===== src/rtl/assert_macros.svh =====
// ---------------------------------------------------------------------------
// Assertion macros
// Shared concurrent assertion forms clocked on i_clk and disabled in reset.
// ---------------------------------------------------------------------------
`ifndef ASSERT_MACROS_SVH
`define ASSERT_MACROS_SVH

// The condition holds at every clock edge.
`define TVC_ASSERT_ALWAYS(name, cond) \
    name: assert property (@(posedge i_clk) disable iff (!i_rst_n) (cond)) \
        else $error("assertion failed");

// The consequent holds in the same cycle as the antecedent.
`define TVC_ASSERT_IMPL(name, ante, cons) \
    name: assert property (@(posedge i_clk) disable iff (!i_rst_n) (ante) |-> (cons)) \
        else $error("assertion failed");

// The consequent holds in the cycle after the antecedent.
`define TVC_ASSERT_NEXT(name, ante, cons) \
    name: assert property (@(posedge i_clk) disable iff (!i_rst_n) (ante) |=> (cons)) \
        else $error("assertion failed");

`endif


===== src/rtl/tvc_pkg.sv =====
// ---------------------------------------------------------------------------
// Triangle vertex transform package
// Types, codes, reset values and helpers shared by the transform blocks.
// ---------------------------------------------------------------------------
`default_nettype none

package tvc_pkg;

    localparam int FRAC_BITS_DEF   = 16;
    localparam int COORD_WIDTH_DEF = 32;

    localparam logic [12:0] FRAME_WIDTH_RST  = 13'd640;
    localparam logic [12:0] FRAME_HEIGHT_RST = 13'd480;
    localparam logic [30:0] NEAR_PLANE_RST   = 31'd6554;
    localparam logic [30:0] FAR_PLANE_RST    = 31'd6553600;

    localparam logic [1:0] REG_FRAME_WIDTH  = 2'd0;
    localparam logic [1:0] REG_FRAME_HEIGHT = 2'd1;
    localparam logic [1:0] REG_NEAR_PLANE   = 2'd2;
    localparam logic [1:0] REG_FAR_PLANE    = 2'd3;

    typedef enum logic [1:0] {
        OP_LOAD_VP,
        OP_LOAD_M,
        OP_VERTEX,
        OP_NONE
    } t_op;

    typedef enum logic [3:0] {
        S_IDLE,
        S_LO,
        S_HI,
        S_SUM,
        S_ACC,
        S_XFER,
        S_CULL,
        S_DIV_START,
        S_DIV_WAIT,
        S_OUT
    } t_state;

    typedef enum logic [2:0] {
        D_IDLE,
        D_CHECK,
        D_ITER,
        D_ROUND,
        D_FIN
    } t_div_state;

    function automatic logic [63:0] mag64(input logic signed [63:0] v);
        return v[63] ? 64'(-v) : 64'(v);
    endfunction

endpackage

`default_nettype wire


===== src/rtl/tvc_mul.sv =====
// ---------------------------------------------------------------------------
// Shared multiplier
// Unsigned 32 by 32 multiplier with a registered product.
// ---------------------------------------------------------------------------
`default_nettype none

module tvc_mul
    import tvc_pkg::*;
(
    input  wire logic        i_clk,
    input  wire logic [31:0] i_a,
    input  wire logic [31:0] i_b,
    output logic      [63:0] o_p
);

    logic [63:0] r_prod;

    always_ff @(posedge i_clk) begin
        r_prod <= 64'(i_a) * 64'(i_b);
    end

    assign o_p = r_prod;

endmodule

`default_nettype wire


===== config.mk =====
export PLATFORM = sky130hd
export DESIGN_NAME = tvc_mul
export DESIGN_NICKNAME = d
export VERILOG_FILES = /design/src/rtl/assert_macros.svh /design/src/rtl/tvc_pkg.sv /design/src/rtl/tvc_mul.sv
export SDC_FILE = /design/constraint.sdc
export NUM_CORES = 2
export LEC_CHECK = 0
export BUFFER_PORTS_ARGS = -buffer_cell sky130_fd_sc_hd__buf_2
export CELL_PAD_IN_SITES_DETAIL_PLACEMENT = 1
export CELL_PAD_IN_SITES_GLOBAL_PLACEMENT = 1
export CORE_ASPECT_RATIO = 0.5
export CORE_UTILIZATION = 40
export DETAILED_ROUTE_END_ITERATION = 7
export PLACE_DENSITY = 0.78
export SLEW_MARGIN = 20
export SYNTH_ARGS = -nofsm -noshare
export SYNTH_HDL_FRONTEND = slang
export SYNTH_SLANG_ARGS = --single-unit

===== constraint.sdc =====
create_clock -name i_clk -period 10.87 [get_ports i_clk]
set_input_delay 1.6305 -clock i_clk [delete_from_list [all_inputs] [get_ports i_clk]]
set_output_delay 1.6305 -clock i_clk [all_outputs]
set_load 0.03 [all_outputs]

[After elaboration in Yosys (flattened, before gate mapping)]
Index checks and enable logic that the tools add are counted.
Storage, ports and cells
  flip-flop bits (word level): 64
  output and inout bits: 64
Operators by class
  multiply operators: 1
Operators with widths (count)
  multiplier 32 x 32 -> 64 bit: 1

[Depth between registers and ports, before layout]
  depth after elaboration: 1
  mapped depth: 29
  mapped depth without buffers: 27

[Worst setup path after synthesis]
OpenSTA, ideal clock, no wires.
  kind: input-to-reg
  start point: input i_a[25]
  end point: register r_prod[62] (netlist: o_p[62])
  data arrival time: 8.312 ns
  required time: 10.798 ns
  setup slack: 2.487 ns
  stages: 25
  path through: clkbuf_1 > nand2_1 > fa_1 > inv_1 > fa_1 > inv_1 > fa_1 > inv_1 > fa_1 > fa_1 > fa_1 > fa_1 > inv_1 > fa_1 > inv_1 > ha_1 > buf_2 > nand4_1 > or4_1 > or3_1 > a31oi_1 > a31o_2 > a211oi_1 > o21ai_1 > xor2_1
On the way
  longest elaborated chain between the ends: 1
Ends and longest elaborated chain
  from (decl): line tvc_mul.sv:11  | input wire logic [31:0] i_a,
  multiplier 32 x 32 -> 64 bit: line tvc_mul.sv:19  | r_prod <= 64'(i_a) * 64'(i_b);
  to (signal assigned): line tvc_mul.sv:19
  to (decl): line tvc_mul.sv:16  | logic [63:0] r_prod;
Every way passes these cells.

[Worst setup path in the final report]
  start point: input i_a[26]
  end point: register r_prod[62] (netlist: o_p[62])
Same word-level chain as after synthesis.

==> reports/results.md <==
* **Slew HR** 39.9%
* **most used standard cells in the synthesized netlist** fa_1 (896), inv_1 (865), and2_1 (602), nand2_1 (480), ha_1 (263)
* **worst endpoint data arrival time** 9610 ps
* **Synthesized Nets** 4972
* **run status** complete, no violations
* **post-route ant nets** 0
* **total global-route track usage** 24.3%
* **violation count after the first detailed-routing iteration** 1547
* **clock sinks** 64
* **final-report max-slew violation count** 0
* **number of cells produced by synthesis** 3748
* **estimated wirelength of the detail-placed design** 83900 um
* **largest fanout on the critical path** 32
* **number of gates resized after cts** 0
* **kind of path behind the tightest hold check** input pin to flip-flop
* **M1 GR Usage** 29.2%
* **starting density of the core** 40.9%
* **first-pass iteration count of the detailed router** 5
* **Warnings, synthesis** 0
* **crit path buf inv count** 6
* **kind of cell with the highest combined delay on the critical path** adder cells
* **Top FF cell, synth** dfxtp_1
* **aggregate negative setup slack** 0 ps
* **worst path cell trace** buf_2 > and2_1 > fa_1 > fa_1 > inv_1 > fa_1 > inv_1 > fa_1 > inv_1 > fa_1 > fa_1 > fa_1 > fa_1 > inv_1 > ha_1 > nand4_1 > or4_1 > or3_1 > a31oi_1 > buf_4 > a31o_2 > a211oi_1 > o21ai_1 > xor2_1
* **Max Root-Sink Buffers** 2
* **global-route congestion overflow total** 0
* **total clock buffers created by CTS** 9
* **pin count of the biggest net entering global routing** 33
* **stage delay of the slowest cell on the critical path** 620 ps
* **layout filler cell count** 9891
* **Final period util** 85.7%
* **required time at the worst-slack endpoint** 11160 ps
* **GR peak layer** met2
* **fraction of layout instances using a drive strength above 1** 4.59%
* **number of primary I/O pins** 129
* **die area** 87900 sq um
* **level count of the clock H-tree** 3
* **endpoint type of the worst setup path** flip-flop
* **number of flip-flops under the largest register name** 64
* **die span in y** 210 um
* **antenna violations before repair** 7
* **GR Util met2** 44.6%
* **gp weighted congestion** 0.918
* **post-synthesis sequential area ratio** 3.69%
* **most repeated library cell on the critical path** fa_1
* **netlist area before placement** 34700 sq um
* **upper clock frequency limit** 0.107 GHz
* **routed vias/inst** 5.20
* **largest area contributor in the netlist** fa_1
* **post-CTS setup buffer count** 0
* **Post-synth EDFFs** 0
* **Placeable Area** 84800 sq um
* **portion of synthesized cell area occupied by the leading cell type** 51.7%
* **Die X-Extent** 418 um
* **row count** 75
* **clock tree from TritonCTS** built
* **global-route wire length before repair** 166000 um
* **number of buffer cells added on primary ports** 128
* **library cells used by synthesis** 57
* **max cap viols** 0
* **number of global-route vias before repair** 30300
* **Avg Inst Size Synth** 9.25 sq um
* **final-report setup violation count** 0
* **Synth area leaders** fa_1 (52%), and2_1 (11%), ha_1 (9.5%), inv_1 (9.4%), nand2_1 (5.2%)
* **hold buffers post-CTS** 0
* **worst setup path category** input pin to flip-flop
* **kind of start point of the critical path** input pin
* **final-stage net count** 4899
* **Hold Path Stages** 3
* **sum of routed wire length over all layers** 102000 um
* **crit path max-delay cell type** buf_2
* **number of gates on the worst path with buffers counted** 24
* **most used standard cell by instance count after synthesis** fa_1
* **CTS Root Cell** clkbuf_16
* **overall via count from detail_route** 25200
* **final hold viol count** 0
* **post-CTS clock slew at the launch and capture registers of the worst setup and hold paths** 70 ps
* **GR Layer Usage met3** 3.01%
* **average wire per standard cell** 21.0 um
* **fin crit period** 9320 ps
* **slew at the pin closest to its max-slew limit** 901 ps
* **DRC violations left** 0
* **RSZ-0062 raised after global routing** false
* **Synth async-reset ratio** 0%
* **register bit count reported by yosys** 64
* **area overhead of the layout relative to synthesis** 4.71%
[routing by layer]
| layer | routed length [um] | vias up |
|---|---|---|
| li1 | - | 10700 |
| met1 | 38900 | 13600 |
| met2 | 53900 | 710 |
| met3 | 4790 | 206 |
| met4 | 3970 | 0 |
| met5 | 0 | - |
[worst paths after layout]
kind	from	endpoint	slack [ps]
worst max-delay path	i_a[26]	o_p[62]	1550
worst min-delay path	i_a[0]	o_p[0]	1960
[cell type report]
| cell class | instances | area (sq um) | share of cell area (%) |
|---|---|---|---|
| diodes | 5 | 12.5 | 0.0345 |
| clock buffers | 10 | 239 | 0.658 |
| clock inverters | 6 | 67.6 | 0.186 |
| inverters | 865 | 3250 | 8.94 |
| multi-input cells | 2599 | 29300 | 80.7 |
| flip-flops and latches | 64 | 1280 | 3.53 |
| well taps | 1155 | 1450 | 3.98 |
| repair buffers | 136 | 701 | 1.93 |
[per-stage QoR]
step / utilization, % / instances / hold WS [ps] / instance area, sq um / setup WS [ps]
6_report: 42.8 / 4840 / 1960 / 36300 / 1550
3_3_place_gp: 42.4 / 4819 / 2060 / 36000 / 1490
5_1_grt: 42.8 / 4839 / 1970 / 36300 / 1310
3_5_place_dp: 42.4 / 4819 / 2070 / 36000 / 1260
4_1_cts: 42.8 / 4835 / 1960 / 36300 / 1630
2_1_floorplan: - / 3748 / 1760 / 34700 / 2490
[layout by cell type, fill, tap and decap left out, types with 3 or more instances in the layout]
cell       netlist  layout
a211oi_1         3       3
a21boi_1         3       3
a21o_1          40      40
a21oi_1         63      63
a21oi_2          3       3
a221o_1          4       4
a221oi_4         3       3
a31oi_1         12      12
and2_1         602     602
and3_1          14      14
and4_1           3       3
buf_2            6     128
buf_4            0       8
clkbuf_16        0       9
dfxtp_1         64      64
diode_2          0       5
fa_1           896     896
ha_1           263     263
inv_1          865     865
nand2_1        480     480
nand3_1         10      10
nand4_1         23      23
nor2_1          20      20
nor3_1           7       7
o21a_1           9       9
o21ai_0         21      21
o21ai_1          5       5
o21bai_1        10      10
o221ai_1         3       3
o31ai_4          3       3
or2_2            3       3
or3_1            3       3
or4_1            3       3
xnor2_1         35      35
xor2_1          25      25
[kinds of logic after synthesis]
kind of cell             count (synthesis)  share of synthesized area, %
adder cells (fa/ha/maj)               1159                          61.2
buffers and inverters                 1085                          11.8
AND/OR/NAND/NOR                       1177                          17.6
AO/OA/AOI/OAI                          202                          4.15
multiplexers                             1                        0.0289
flip-flops                              64                          3.69
XOR/XNOR                                60                          1.52
Power is left out: the tool's default activity adds up to more than one toggle a clock period on the data nets, which glitch-free logic cannot reach.
