[config.mk]
export PLATFORM = sky130hd
export DESIGN_NAME = tvc_div
export DESIGN_NICKNAME = d
export VERILOG_FILES = /design/src/rtl/assert_macros.svh /design/src/rtl/tvc_pkg.sv /design/src/rtl/tvc_div.sv
export SDC_FILE = /design/constraint.sdc
export NUM_CORES = 1
export LEC_CHECK = 0
export ABC_AREA = 1
export BUFFER_PORTS_ARGS = -buffer_cell sky130_fd_sc_hd__buf_2
export CORE_UTILIZATION = 62
export CTS_CLUSTER_DIAMETER = 100
export DETAILED_ROUTE_END_ITERATION = 6
export GPL_ROUTABILITY_DRIVEN = 0
export PLACE_DENSITY = 0.85
export SLEW_MARGIN = 10
export SYNTH_ARGS = -nofsm -noshare
export SYNTH_HDL_FRONTEND = slang
export SYNTH_SLANG_ARGS = --single-unit
[constraint.sdc]
create_clock -name i_clk -period 5.1 [get_ports i_clk]
set_clock_uncertainty 0.15 [all_clocks]
set_input_delay 1.02 -clock i_clk [delete_from_list [all_inputs] [get_ports i_clk]]
set_output_delay 1.02 -clock i_clk [all_outputs]
set_load 0.005 [all_outputs]
[src/rtl/assert_macros.svh]
// ---------------------------------------------------------------------------
// Assertion macros
// Shared concurrent assertion forms clocked on i_clk and disabled in reset.
// ---------------------------------------------------------------------------
`ifndef ASSERT_MACROS_SVH
`define ASSERT_MACROS_SVH

// The condition holds at every clock edge.
`define TVC_ASSERT_ALWAYS(name, cond) \
    name: assert property (@(posedge i_clk) disable iff (!i_rst_n) (cond)) \
        else $error("assertion failed");

// The consequent holds in the same cycle as the antecedent.
`define TVC_ASSERT_IMPL(name, ante, cons) \
    name: assert property (@(posedge i_clk) disable iff (!i_rst_n) (ante) |-> (cons)) \
        else $error("assertion failed");

// The consequent holds in the cycle after the antecedent.
`define TVC_ASSERT_NEXT(name, ante, cons) \
    name: assert property (@(posedge i_clk) disable iff (!i_rst_n) (ante) |=> (cons)) \
        else $error("assertion failed");

`endif

[src/rtl/tvc_pkg.sv]
// ---------------------------------------------------------------------------
// Triangle vertex transform package
// Types, codes, reset values and helpers shared by the transform blocks.
// ---------------------------------------------------------------------------
`default_nettype none

package tvc_pkg;

    localparam int FRAC_BITS_DEF   = 16;
    localparam int COORD_WIDTH_DEF = 32;

    localparam logic [12:0] FRAME_WIDTH_RST  = 13'd640;
    localparam logic [12:0] FRAME_HEIGHT_RST = 13'd480;
    localparam logic [30:0] NEAR_PLANE_RST   = 31'd6554;
    localparam logic [30:0] FAR_PLANE_RST    = 31'd6553600;

    localparam logic [1:0] REG_FRAME_WIDTH  = 2'd0;
    localparam logic [1:0] REG_FRAME_HEIGHT = 2'd1;
    localparam logic [1:0] REG_NEAR_PLANE   = 2'd2;
    localparam logic [1:0] REG_FAR_PLANE    = 2'd3;

    typedef enum logic [1:0] {
        OP_LOAD_VP,
        OP_LOAD_M,
        OP_VERTEX,
        OP_NONE
    } t_op;

    typedef enum logic [3:0] {
        S_IDLE,
        S_LO,
        S_HI,
        S_SUM,
        S_ACC,
        S_XFER,
        S_CULL,
        S_DIV_START,
        S_DIV_WAIT,
        S_OUT
    } t_state;

    typedef enum logic [2:0] {
        D_IDLE,
        D_CHECK,
        D_ITER,
        D_ROUND,
        D_FIN
    } t_div_state;

    function automatic logic [63:0] mag64(input logic signed [63:0] v);
        return v[63] ? 64'(-v) : 64'(v);
    endfunction

endpackage

`default_nettype wire

[src/rtl/tvc_div.sv]
// ---------------------------------------------------------------------------
// Iterative divider
// Restoring divider with rounding half away from zero and 32-bit saturation.
// ---------------------------------------------------------------------------
`default_nettype none

module tvc_div
    import tvc_pkg::*;
#(
    parameter int NW = FRAC_BITS_DEF + COORD_WIDTH_DEF + 14,
    parameter int DW = COORD_WIDTH_DEF + 1
) (
    input  wire logic          i_clk,
    input  wire logic          i_rst_n,
    input  wire logic          i_start,
    input  wire logic          i_neg,
    input  wire logic [NW-1:0] i_num,
    input  wire logic [DW-1:0] i_den,
    output logic               o_done,
    output logic        [31:0] o_quot
);

    localparam int XW = (NW > DW + 34) ? NW : DW + 34;
    localparam logic [33:0] Q_SAT = 34'h2_0000_0000;

    t_div_state       r_state;
    t_div_state       n_state;
    logic [XW-1:0]    r_rem;
    logic [XW-1:0]    r_dsh;
    logic [DW-1:0]    r_den;
    logic [33:0]      r_q;
    logic [5:0]       r_cnt;
    logic             r_neg;

    always_ff @(posedge i_clk) begin
        if (!i_rst_n) begin
            r_state <= D_IDLE;
        end else begin
            r_state <= n_state;
        end
    end

    always_comb begin
        n_state = r_state;
        o_done  = 1'b0;
        unique case (r_state)
            D_IDLE: begin
                if (i_start) n_state = D_CHECK;
            end
            D_CHECK: begin
                if (r_den == '0 || r_rem >= r_dsh) n_state = D_FIN;
                else n_state = D_ITER;
            end
            D_ITER: begin
                if (r_cnt == 6'd1) n_state = D_ROUND;
            end
            D_ROUND: begin
                n_state = D_FIN;
            end
            D_FIN: begin
                o_done  = 1'b1;
                n_state = D_IDLE;
            end
            default: n_state = D_IDLE;
        endcase
    end

    always_ff @(posedge i_clk) begin
        case (r_state)
            D_IDLE: begin
                r_rem <= XW'(i_num);
                r_den <= i_den;
                r_dsh <= XW'(i_den) << 33;
                r_neg <= i_neg;
            end
            D_CHECK: begin
                if (r_den == '0) begin
                    r_q <= (r_rem == '0) ? 34'd0 : Q_SAT;
                end else if (r_rem >= r_dsh) begin
                    r_q <= Q_SAT;
                end else begin
                    r_q   <= 34'd0;
                    r_dsh <= r_dsh >> 1;
                    r_cnt <= 6'd33;
                end
            end
            D_ITER: begin
                if (r_rem >= r_dsh) begin
                    r_rem <= r_rem - r_dsh;
                    r_q   <= {r_q[32:0], 1'b1};
                end else begin
                    r_q   <= {r_q[32:0], 1'b0};
                end
                r_dsh <= r_dsh >> 1;
                r_cnt <= r_cnt - 6'd1;
            end
            D_ROUND: begin
                if ((r_rem << 1) >= XW'(r_den)) r_q <= r_q + 34'd1;
            end
            default: begin
            end
        endcase
    end

    always_comb begin
        if (r_neg) begin
            o_quot = (r_q > 34'h0_8000_0000) ? 32'h8000_0000 : 32'(-r_q);
        end else begin
            o_quot = (r_q > 34'h0_7FFF_FFFF) ? 32'h7FFF_FFFF : r_q[31:0];
        end
    end

endmodule

`default_nettype wire

# --- Yosys cells after proc, flatten, opt, wreduce, memory -nomap -nowiden ---
# Index checks and enable logic that the tools add are counted.
classes:
  n_eq_ne: 11
  n_reduce_logical: 13
  n_mux: 22
  n_addsub: 4
  order_cmp: 4
op_table:
  columns: ["cell", "n"]
  rows:
  - ["2-to-1 mux 67 bit", 3]
  - ["case mux 67 bit (3 select lines)", 1]
  - ["2-to-1 mux 34 bit", 4]
  - ["case mux 67 bit (2 select lines)", 1]
  - ["case mux 34 bit (3 select lines)", 1]
  - ["2-to-1 mux 32 bit", 3]
  - [">= comparator 67 x 33 -> 1 bit", 1]
  - [">= comparator 67 bit", 1]
  - ["zero test 67 bit", 1]
  - ["subtractor 67 bit", 1]
  - ["adder 34 x 1 -> 34 bit (second input constant)", 1]
  - ["greater-than comparator 34 x 31 -> 1 bit (second input constant)", 1]
  - ["greater-than comparator 34 x 32 -> 1 bit (second input constant)", 1]
  - ["zero test 33 bit", 1]
  - ["negation 32 bit", 1]
  - ["2-to-1 mux 6 bit", 2]
  - ["!= test 2 bit (second input constant)", 6]
  - ["case mux 3 bit (4 select lines)", 1]
  - ["case mux 6 bit (2 select lines)", 1]
  - ["2-to-1 mux 3 bit", 3]
  - ["equality test 3 x 2 -> 1 bit (second input constant)", 2]
  - ["equality test 6 x 1 -> 1 bit (second input constant)", 1]
  - ["AND reduction 2 bit", 3]
  - ["AND reduction 3 bit", 2]
  - ["8 further kinds", 11]
word_totals:
  ff_bits: 211
  output_inout_bits: 33
  inputBits: 99

# --- Longest topological paths before layout ---
# Gate-level depths: netlist (run 1).
logic_depth:
  ltp_word: 4
  ltp_mapped: 17
  mapped_depth_nobuf: 17

# --- Least setup slack after synthesis (run 1) ---
# OpenSTA, ideal clock, no wires.
synth_timing:
  path_kind: "flip-flop to flip-flop"
  start: "reg r_state[0]"
  end: "reg r_rem[0] (enable)"
  slack_ps: 945
  setup_ps: 427
  path_stages_with_launch: 6
  synth_period_minus_slack_ps: 4155
  t_required_ps: 4523
  arrival_ps: 3578
  path_cell_list: "dfxtp_1 -> inv_1 -> nand2_1 -> nor2_1 -> inv_1 -> nand2_1"
synth_between:
  elab_chain_len: 3
  elab_cells_between_ends: 5
synth_lines:
  columns: ["item", "line", "rtl"]
  rows:
  - ["start: declaration", "tvc_div.sv:26", "t_div_state r_state;"]
  - ["start signal: assignment", "tvc_div.sv:39", "r_state <= n_state;"]
  - ["equality test 3 x 2 -> 1 bit or zero test 3 bit (tied branches)", "tvc_div.sv:69", "case (r_state)"]
  - ["!= test 2 bit (no source line) or nonzero test 2 bit (tied branches)", null, null]
  - ["AND reduction 2 bit (no source line) *", null, null]
  - ["end signal: assignment", "tvc_div.sv:71", "r_rem <= XW'(i_num);"]
  - ["end signal: assignment", "tvc_div.sv:89", "r_rem <= r_rem - r_dsh;"]
  - ["end: declaration", "tvc_div.sv:28", "logic [XW-1:0] r_rem;"]
# Mark *: on every way between the ends. The rest lies on a longest branch, timed or not.
# A chain may end at the register's enable or synchronous reset.

# --- Worst setup path after layout (run 1) ---
layout_timing:
  start: "reg r_q[0]"
  end: "out o_quot[9]"
layout_between:
  elab_chain_len: 3
  elab_cells_between_ends: 6
layout_lines:
  columns: ["item", "line", "rtl"]
  rows:
  - ["start: declaration", "tvc_div.sv:31", "logic [33:0] r_q;"]
  - ["start signal: assignment", "tvc_div.sv:78", "r_q <= (r_rem == '0) ? 34'd0 : Q_SAT;"]
  - ["start signal: assignment", "tvc_div.sv:90", "r_q <= {r_q[32:0], 1'b1};"]
  - ["start signal: assignment", "tvc_div.sv:92", "r_q <= {r_q[32:0], 1'b0};"]
  - ["negation 32 bit (tied with other cells)", "tvc_div.sv:107", "o_quot = (r_q > 34'h0_8000_0000) ? 32'h8000_0000 : 32'(-r_q);"]
  - ["2-to-1 mux 32 bit (on tied branches)", "tvc_div.sv:107, tvc_div.sv:109", null]
  - ["2-to-1 mux 32 bit *", "tvc_div.sv:106", "if (r_neg) begin"]
  - ["end: declaration", "tvc_div.sv:20", "output logic [31:0] o_quot"]
# Marked as above.

==> reports/metrics.cfg, run 1 <==
[cts]
htreeDepth=1
clockBufferDepth=3
clock_latency_ps=540
post-cts-setup-buffer-count=0
cts-root-buf=clkbuf_16
numCtsBuffers=24
cts.clk_slew.worst_paths_ps=60
cts_tree=yes
cts.sinks=210
ctsResizeCount=0
hold_buffers=0

[global_routing]
grt_usage_pct=38.41
grt-ovfl-total=0
grt_max_degree=98
antenna_found_initial=0
grt_pass1_wl_um=83800
grt_pass1_vias=16295

[placement]
dp_hpwl_um=41190
io_buffer_count=131

[yosys]
synth_common_cells=nand2_1, inv_1, nor2_1, edfxtp_1, o21ai_0
yosysMostFrequentCell=nand2_1
synth-seq-cells=210
ys_seq_area_share_pct=37.55
yosys-top-cells-area=edfxtp_1, nand2_1, ha_1
ys.flop_type=edfxtp_1
synth_fp_nets=2500
synth.largest_area_cell=edfxtp_1
avgSynthCellArea_um2=7.273
synth_cells=2298
syn_area_um2=16710
synth-edff-count=207
synth_top_area_share_pct=37.19
yosys_warnings=0
ys_types=52
synthArstFlopShare_pct=0

[routing]
drt_iter0_markers=2565
via_count=17265
detail_route.first_pass.iterations=7
drc=8
wirelength_um=53340
drt-vias-per-instance=6.251
post_drt_wl_per_cell_um=19.31
final_antenna_net_count=0

[final_layout]
area_growth_pct=10.32
drive_gt1_share_pct=9.848
multi_input_area_um2=8952
antennaDiodeCount=0
nNetsFinal=2613
regArea_um2=6276
fill_cells=2166

[status]
outcome=finished, violations left
violations=design-rule violations

[setup_path]
path_class=register to output port
startpoint_type=register
arrival_ps=3210
worstPathMaxFanout=20
end_kind=output port
cp_cell_sequence=inv_1, ha_1, nand3_2, nor2_2, nand4_1, a21boi_2, nand2_1, o21ai_1, buf_2
critPathMaxStageDelay_ps=510
required_ps=3930
slowest_stage=edfxtp_1

[timing]
tightestPinTransition_ps=1155
slew_headroom_pct=22.82
min_period_over_period_pct=85.83
rsz0062_at_grt=false
clock.fmax_mhz=228.5
setup_viol=0
period_minus_slack_ps=4377
drv_slew=0
hold_viol_final=0
tns_ps=0

[die]
die_w_um=166.2
ioPinCount=132
row_count=59
initial_utilization_pct=63.60
core_um2=26280
dieArea_um2=27620
chipHeight_um=166.2

[flow_run]
max-cap-violations=0

[worst_hold_path]
hp-class=register to register

metal layers:
layer / wire, um / global-route usage, % / up-vias
li1: - / - / 7897
met5: 0 / 0 / -
met4: 3159 / 19.59 / 0
met3: 6997 / 7.745 / 255
met2: 23300 / 60.58 / 1270
met1: 19890 / 50.30 / 7843
through the flow:
| step | area [um2] | hold WS (ps) | util [%] | std cells | worst slack [ps] |
|---|---|---|---|---|---|
| floorplan | 16710 | 323.0 | - | 2298 | 945.0 |
| global placement | 17690 | 343.1 | 67.31 | 2720 | 1574 |
| detailed placement | 17690 | 373.0 | 67.31 | 2720 | 1372 |
| CTS | 18440 | 375.3 | 70.16 | 2762 | 808.1 |
| global route | 18440 | 430.6 | 70.16 | 2762 | 547.7 |
| finish | 18440 | 368.4 | 70.16 | 2762 | 722.8 |
cell families (layout without fill, tap and decap cells):
family / after synthesis / in the layout / synth area share [%]
AND/OR/NAND/NOR: 1135 / 1135 / 29.56
buffers and inverters: 398 / 527 / 9.073
AO/OA/AOI/OAI: 388 / 388 / 12.70
flip-flops: 210 / 210 / 37.55
adder cells (fa/ha/maj): 103 / 103 / 7.756
XOR/XNOR: 64 / 64 / 3.354
flip-flops by register name, summed over array words and instances, names as in the netlist:
signal,flops
r_rem,67
r_cnt,6
r_q,34
r_den,33
r_state,3
r_neg,1
r_dsh,66
cells in the final DEF, fill, tap and decap left out, drive strengths merged, types with 12 or more instances in the layout:
cell type and instances:
buf 142, nand3 138, xnor2 20, nor3 47, o21ai 184, nand2 549
ha 102, nor2 296, clkbuf 32, o21bai 12, inv 342, nand4 50
a21oi 128, o22ai 17, edfxtp 207, nand3b 14, xor2 44, nor4 25
final cells by class:
cell class	count	share of cell area, %
well taps	335	2.273
multi-input cells	1690	48.55
flip-flops and latches	210	34.04
repair buffers	142	4.071
clock buffers	32	3.644
inverters	343	6.996
clock inverters	10	0.4275
critical path: cells and delay by family (launching register included):
family,cells,cell delay [ps]
AND/OR/NAND/NOR,4,1000
buffers and inverters,2,360
flip-flops,1,510
AO/OA/AOI/OAI,2,560
adder cells (fa/ha/maj),1,240
final timing paths:
path,start,end,slack (ps),cells after the start
worst max-delay path,r_q[0],o_quot[9],720,9
worst min-delay path,r_state[1],r_state[0],370,1
worst min register to register,r_state[1],r_state[0],370,1
worst max register to register,r_dsh[38],r_rem[51],1390,15
Power of run 1 is not shown: default switching activity piles up to over one toggle a cycle in this logic, so the estimate is an artifact.
==> run 2: changes to the inputs <==
--- a/config.mk
+++ b/config.mk
@@ -6,12 +6,14 @@
 export NUM_CORES = 1
 export LEC_CHECK = 0
 export ABC_AREA = 1
-export BUFFER_PORTS_ARGS = -buffer_cell sky130_fd_sc_hd__buf_2
-export CORE_UTILIZATION = 62
+export ABC_CLOCK_PERIOD_IN_PS = 5100
+export CORE_UTILIZATION = 65
 export CTS_CLUSTER_DIAMETER = 100
 export DETAILED_ROUTE_END_ITERATION = 6
+export DONT_BUFFER_PORTS = 1
 export GPL_ROUTABILITY_DRIVEN = 0
-export PLACE_DENSITY = 0.85
+export GPL_TIMING_DRIVEN = 0
+export PLACE_DENSITY = 0.84
 export SLEW_MARGIN = 10
 export SYNTH_ARGS = -nofsm -noshare
 export SYNTH_HDL_FRONTEND = slang
==> run 2 against run 1 <==
Compared with the run above:
- the run still ends with design-rule violations left
- routed wire length rose by 3.3%
- die area fell by 4.6%
- worst hold slack worse by 1.3 ps
- utilization is 1.1 points higher
- sequential share of layout area is 0.95 points higher
- flip-flop and latch count stayed put
- register-to-register slack lost 80 ps
- global-route usage up 3.3 points
- critical path type unchanged
- highest routed layer unchanged
==> reports/metrics.cfg, run 2 (synthesis gave the netlist of run 1 again) <==
[status]
outcome=finished, violations left  ; unchanged
violations=design-rule violations  ; unchanged

[timing]
slew_headroom_pct=20.47  ; was 22.82%
fin_ws_ps=740.3  ; was 722.8 ps
clock.fmax_mhz=229.4  ; was 228.5 MHz
period_minus_slack_ps=4360  ; was 4377 ps
hold_viol_final=0  ; unchanged
min_period_over_period_pct=85.48  ; was 85.83%
tns_ps=0  ; unchanged
tightestPinTransition_ps=1182  ; was 1155 ps
drv_slew=0  ; unchanged
rsz0062_at_grt=false  ; unchanged
setup_viol=0  ; unchanged

[cts]
cts_tree=yes  ; unchanged
numCtsBuffers=23  ; was 24
htreeDepth=1  ; unchanged
clock_latency_ps=530  ; was 540 ps
hold_buffers=0  ; unchanged
ctsResizeCount=0  ; unchanged
cts-root-buf=clkbuf_16  ; unchanged
clockBufferDepth=3  ; unchanged
cts.clk_slew.worst_paths_ps=60  ; about the same
post-cts-setup-buffer-count=0  ; unchanged
cts.sinks=210  ; unchanged

[final_layout]
nNetsFinal=2529  ; was 2,613
antennaDiodeCount=0  ; unchanged
drive_gt1_share_pct=4.782  ; was 9.848%
regMostFlops=r_rem  ; unchanged
layout_commonest_cell=nand2_1  ; unchanged
layout_common_cells=nand2_1, inv_1, nor2_1, edfxtp_1, o21ai_0  ; unchanged
area_growth_pct=7.321  ; was 10.32%
utilization_pct=71.23  ; was 70.16%
largest_reg_flops=67  ; unchanged
reg.largest.list=r_rem: 67 flops, r_dsh: 66 flops, r_q: 34 flops  ; unchanged

[setup_path]
ff2ff_path_depth=14  ; was 15
cp.depth=9  ; unchanged
end_kind=output port  ; unchanged
critPathTopFamily=simple AND/OR/NAND/NOR gates  ; unchanged
rr_endpoint=r_rem[11]  ; was r_rem[51]
slowest_stage=edfxtp_1  ; unchanged
required_ps=3930  ; about the same
cp_cell_sequence=inv_1, ha_1, nand3_2, nor2_2, nand4_1, a21boi_2, nand2_1, buf_2, o221ai_1  ; was inv_1, ha_1, nand3_2, nor2_2, nand4_1, a21boi_2, nand2_1, o21ai_1, buf_2
reg2reg_slack_ps=1310  ; was 1390 ps
critPathMaxStageDelay_ps=530  ; was 510 ps
arrival_ps=3190  ; was 3210 ps
worstPathMaxFanout=10  ; was 20
path_class=register to output port  ; unchanged
startpoint_type=register  ; unchanged
critPathBufInv=2  ; unchanged
worstReg2RegStart=r_rem[29]  ; was r_dsh[38]

[die]
row_count=58  ; was 59
core_um2=25180  ; was 26,280 um2
dieArea_um2=26360  ; was 27,620 um2
chipHeight_um=162.4  ; was 166.2 um
die_w_um=162.4  ; was 166.2 um
ioPinCount=132  ; unchanged
initial_utilization_pct=66.37  ; was 63.60%

[routing]
post_drt_wl_per_cell_um=20.62  ; was 19.31 um
drt-vias-per-instance=6.284  ; was 6.251
detail_route.first_pass.iterations=7  ; unchanged
drt_iter0_markers=2620  ; was 2,565
final_antenna_net_count=0  ; unchanged
via_count=16790  ; was 17,265
drc=7  ; was 8
wirelength_um=55100  ; was 53,340 um

[worst_hold_path]
hold-path-endpoint=r_state[0]  ; unchanged
hp-class=register to register  ; unchanged
hp-start=r_state[1]  ; unchanged
min_path_cells=1  ; unchanged

[global_routing]
grt_pass1_vias=15871  ; was 16,295
grt_max_degree=54  ; was 98
grt_usage_pct=41.74  ; was 38.41%
grt-ovfl-total=0  ; unchanged
antenna_found_initial=0  ; unchanged
grt_pass1_wl_um=84180  ; was 83,800 um

[flow_run]
max-cap-violations=0  ; unchanged

[placement]
pre_cts_ws_ps=1461  ; was 1372 ps
dp_hpwl_um=43500  ; was 41,190 um
io_buffer_count=0  ; was 131

==> run 2: cell count changes in the layout (fill, tap and decap cells not counted), moves of 2 or more <==
cell and change:
clkbuf_16 -2, buf_1 +8, buf_2 -116, clkinv_1 +5, nand2_2 -2, buf_16 +2, nand2_4 +2, buf_4 -9
clkbuf_8 -2, clkbuf_1 +28
==> run 2: how the worst max path moves through the flow <==
| stage | from | end | slack [ps] |
|---|---|---|---|
| after global placement | r_state[0] | r_rem[9] | -1060 |
| after floorplan | r_state[0] | r_rem[0] | 940 |
| after CTS | r_q[0] | o_quot[3] | 900 |
| after global routing | r_q[0] | o_quot[2] | 660 |
| after detailed placement | r_q[0] | o_quot[2] | 1460 |
| final | r_q[0] | o_quot[2] | 740 |
==> run 2: metal layers <==
metal,vias to the layer above,track usage [%],share of wire [%]
met5,-,0,0
met4,0,22.34,6.6
met3,273,12.78,15
met2,1314,64.16,42
met1,7467,52.68,36
li1,7736,-,-
==> run 2: layout make-up <==
type / instances / area (um2)
repair buffers: 4 / 95.09
clock buffers: 25 / 583.1
flip-flops and latches: 210 / 6276
multi-input cells: 1690 / 8955
inverters: 343 / 1287
plain buffers: 55 / 229.0
fillers: 2060 / 7244
well taps: 330 / 412.9
clock inverters: 15 / 98.84
==> run 2: stage by stage <==
step / area [um2] / std cells / hold WS [ps]
CTS: 17940 / 2672 / 369.1
global route: 17940 / 2672 / 404.9
finish: 17940 / 2672 / 367.1
global placement: 17130 / 2628 / 341.9
floorplan: 16710 / 2298 / 323.0
detailed placement: 17260 / 2632 / 360.5
Power of run 2 is left out for the same reason.
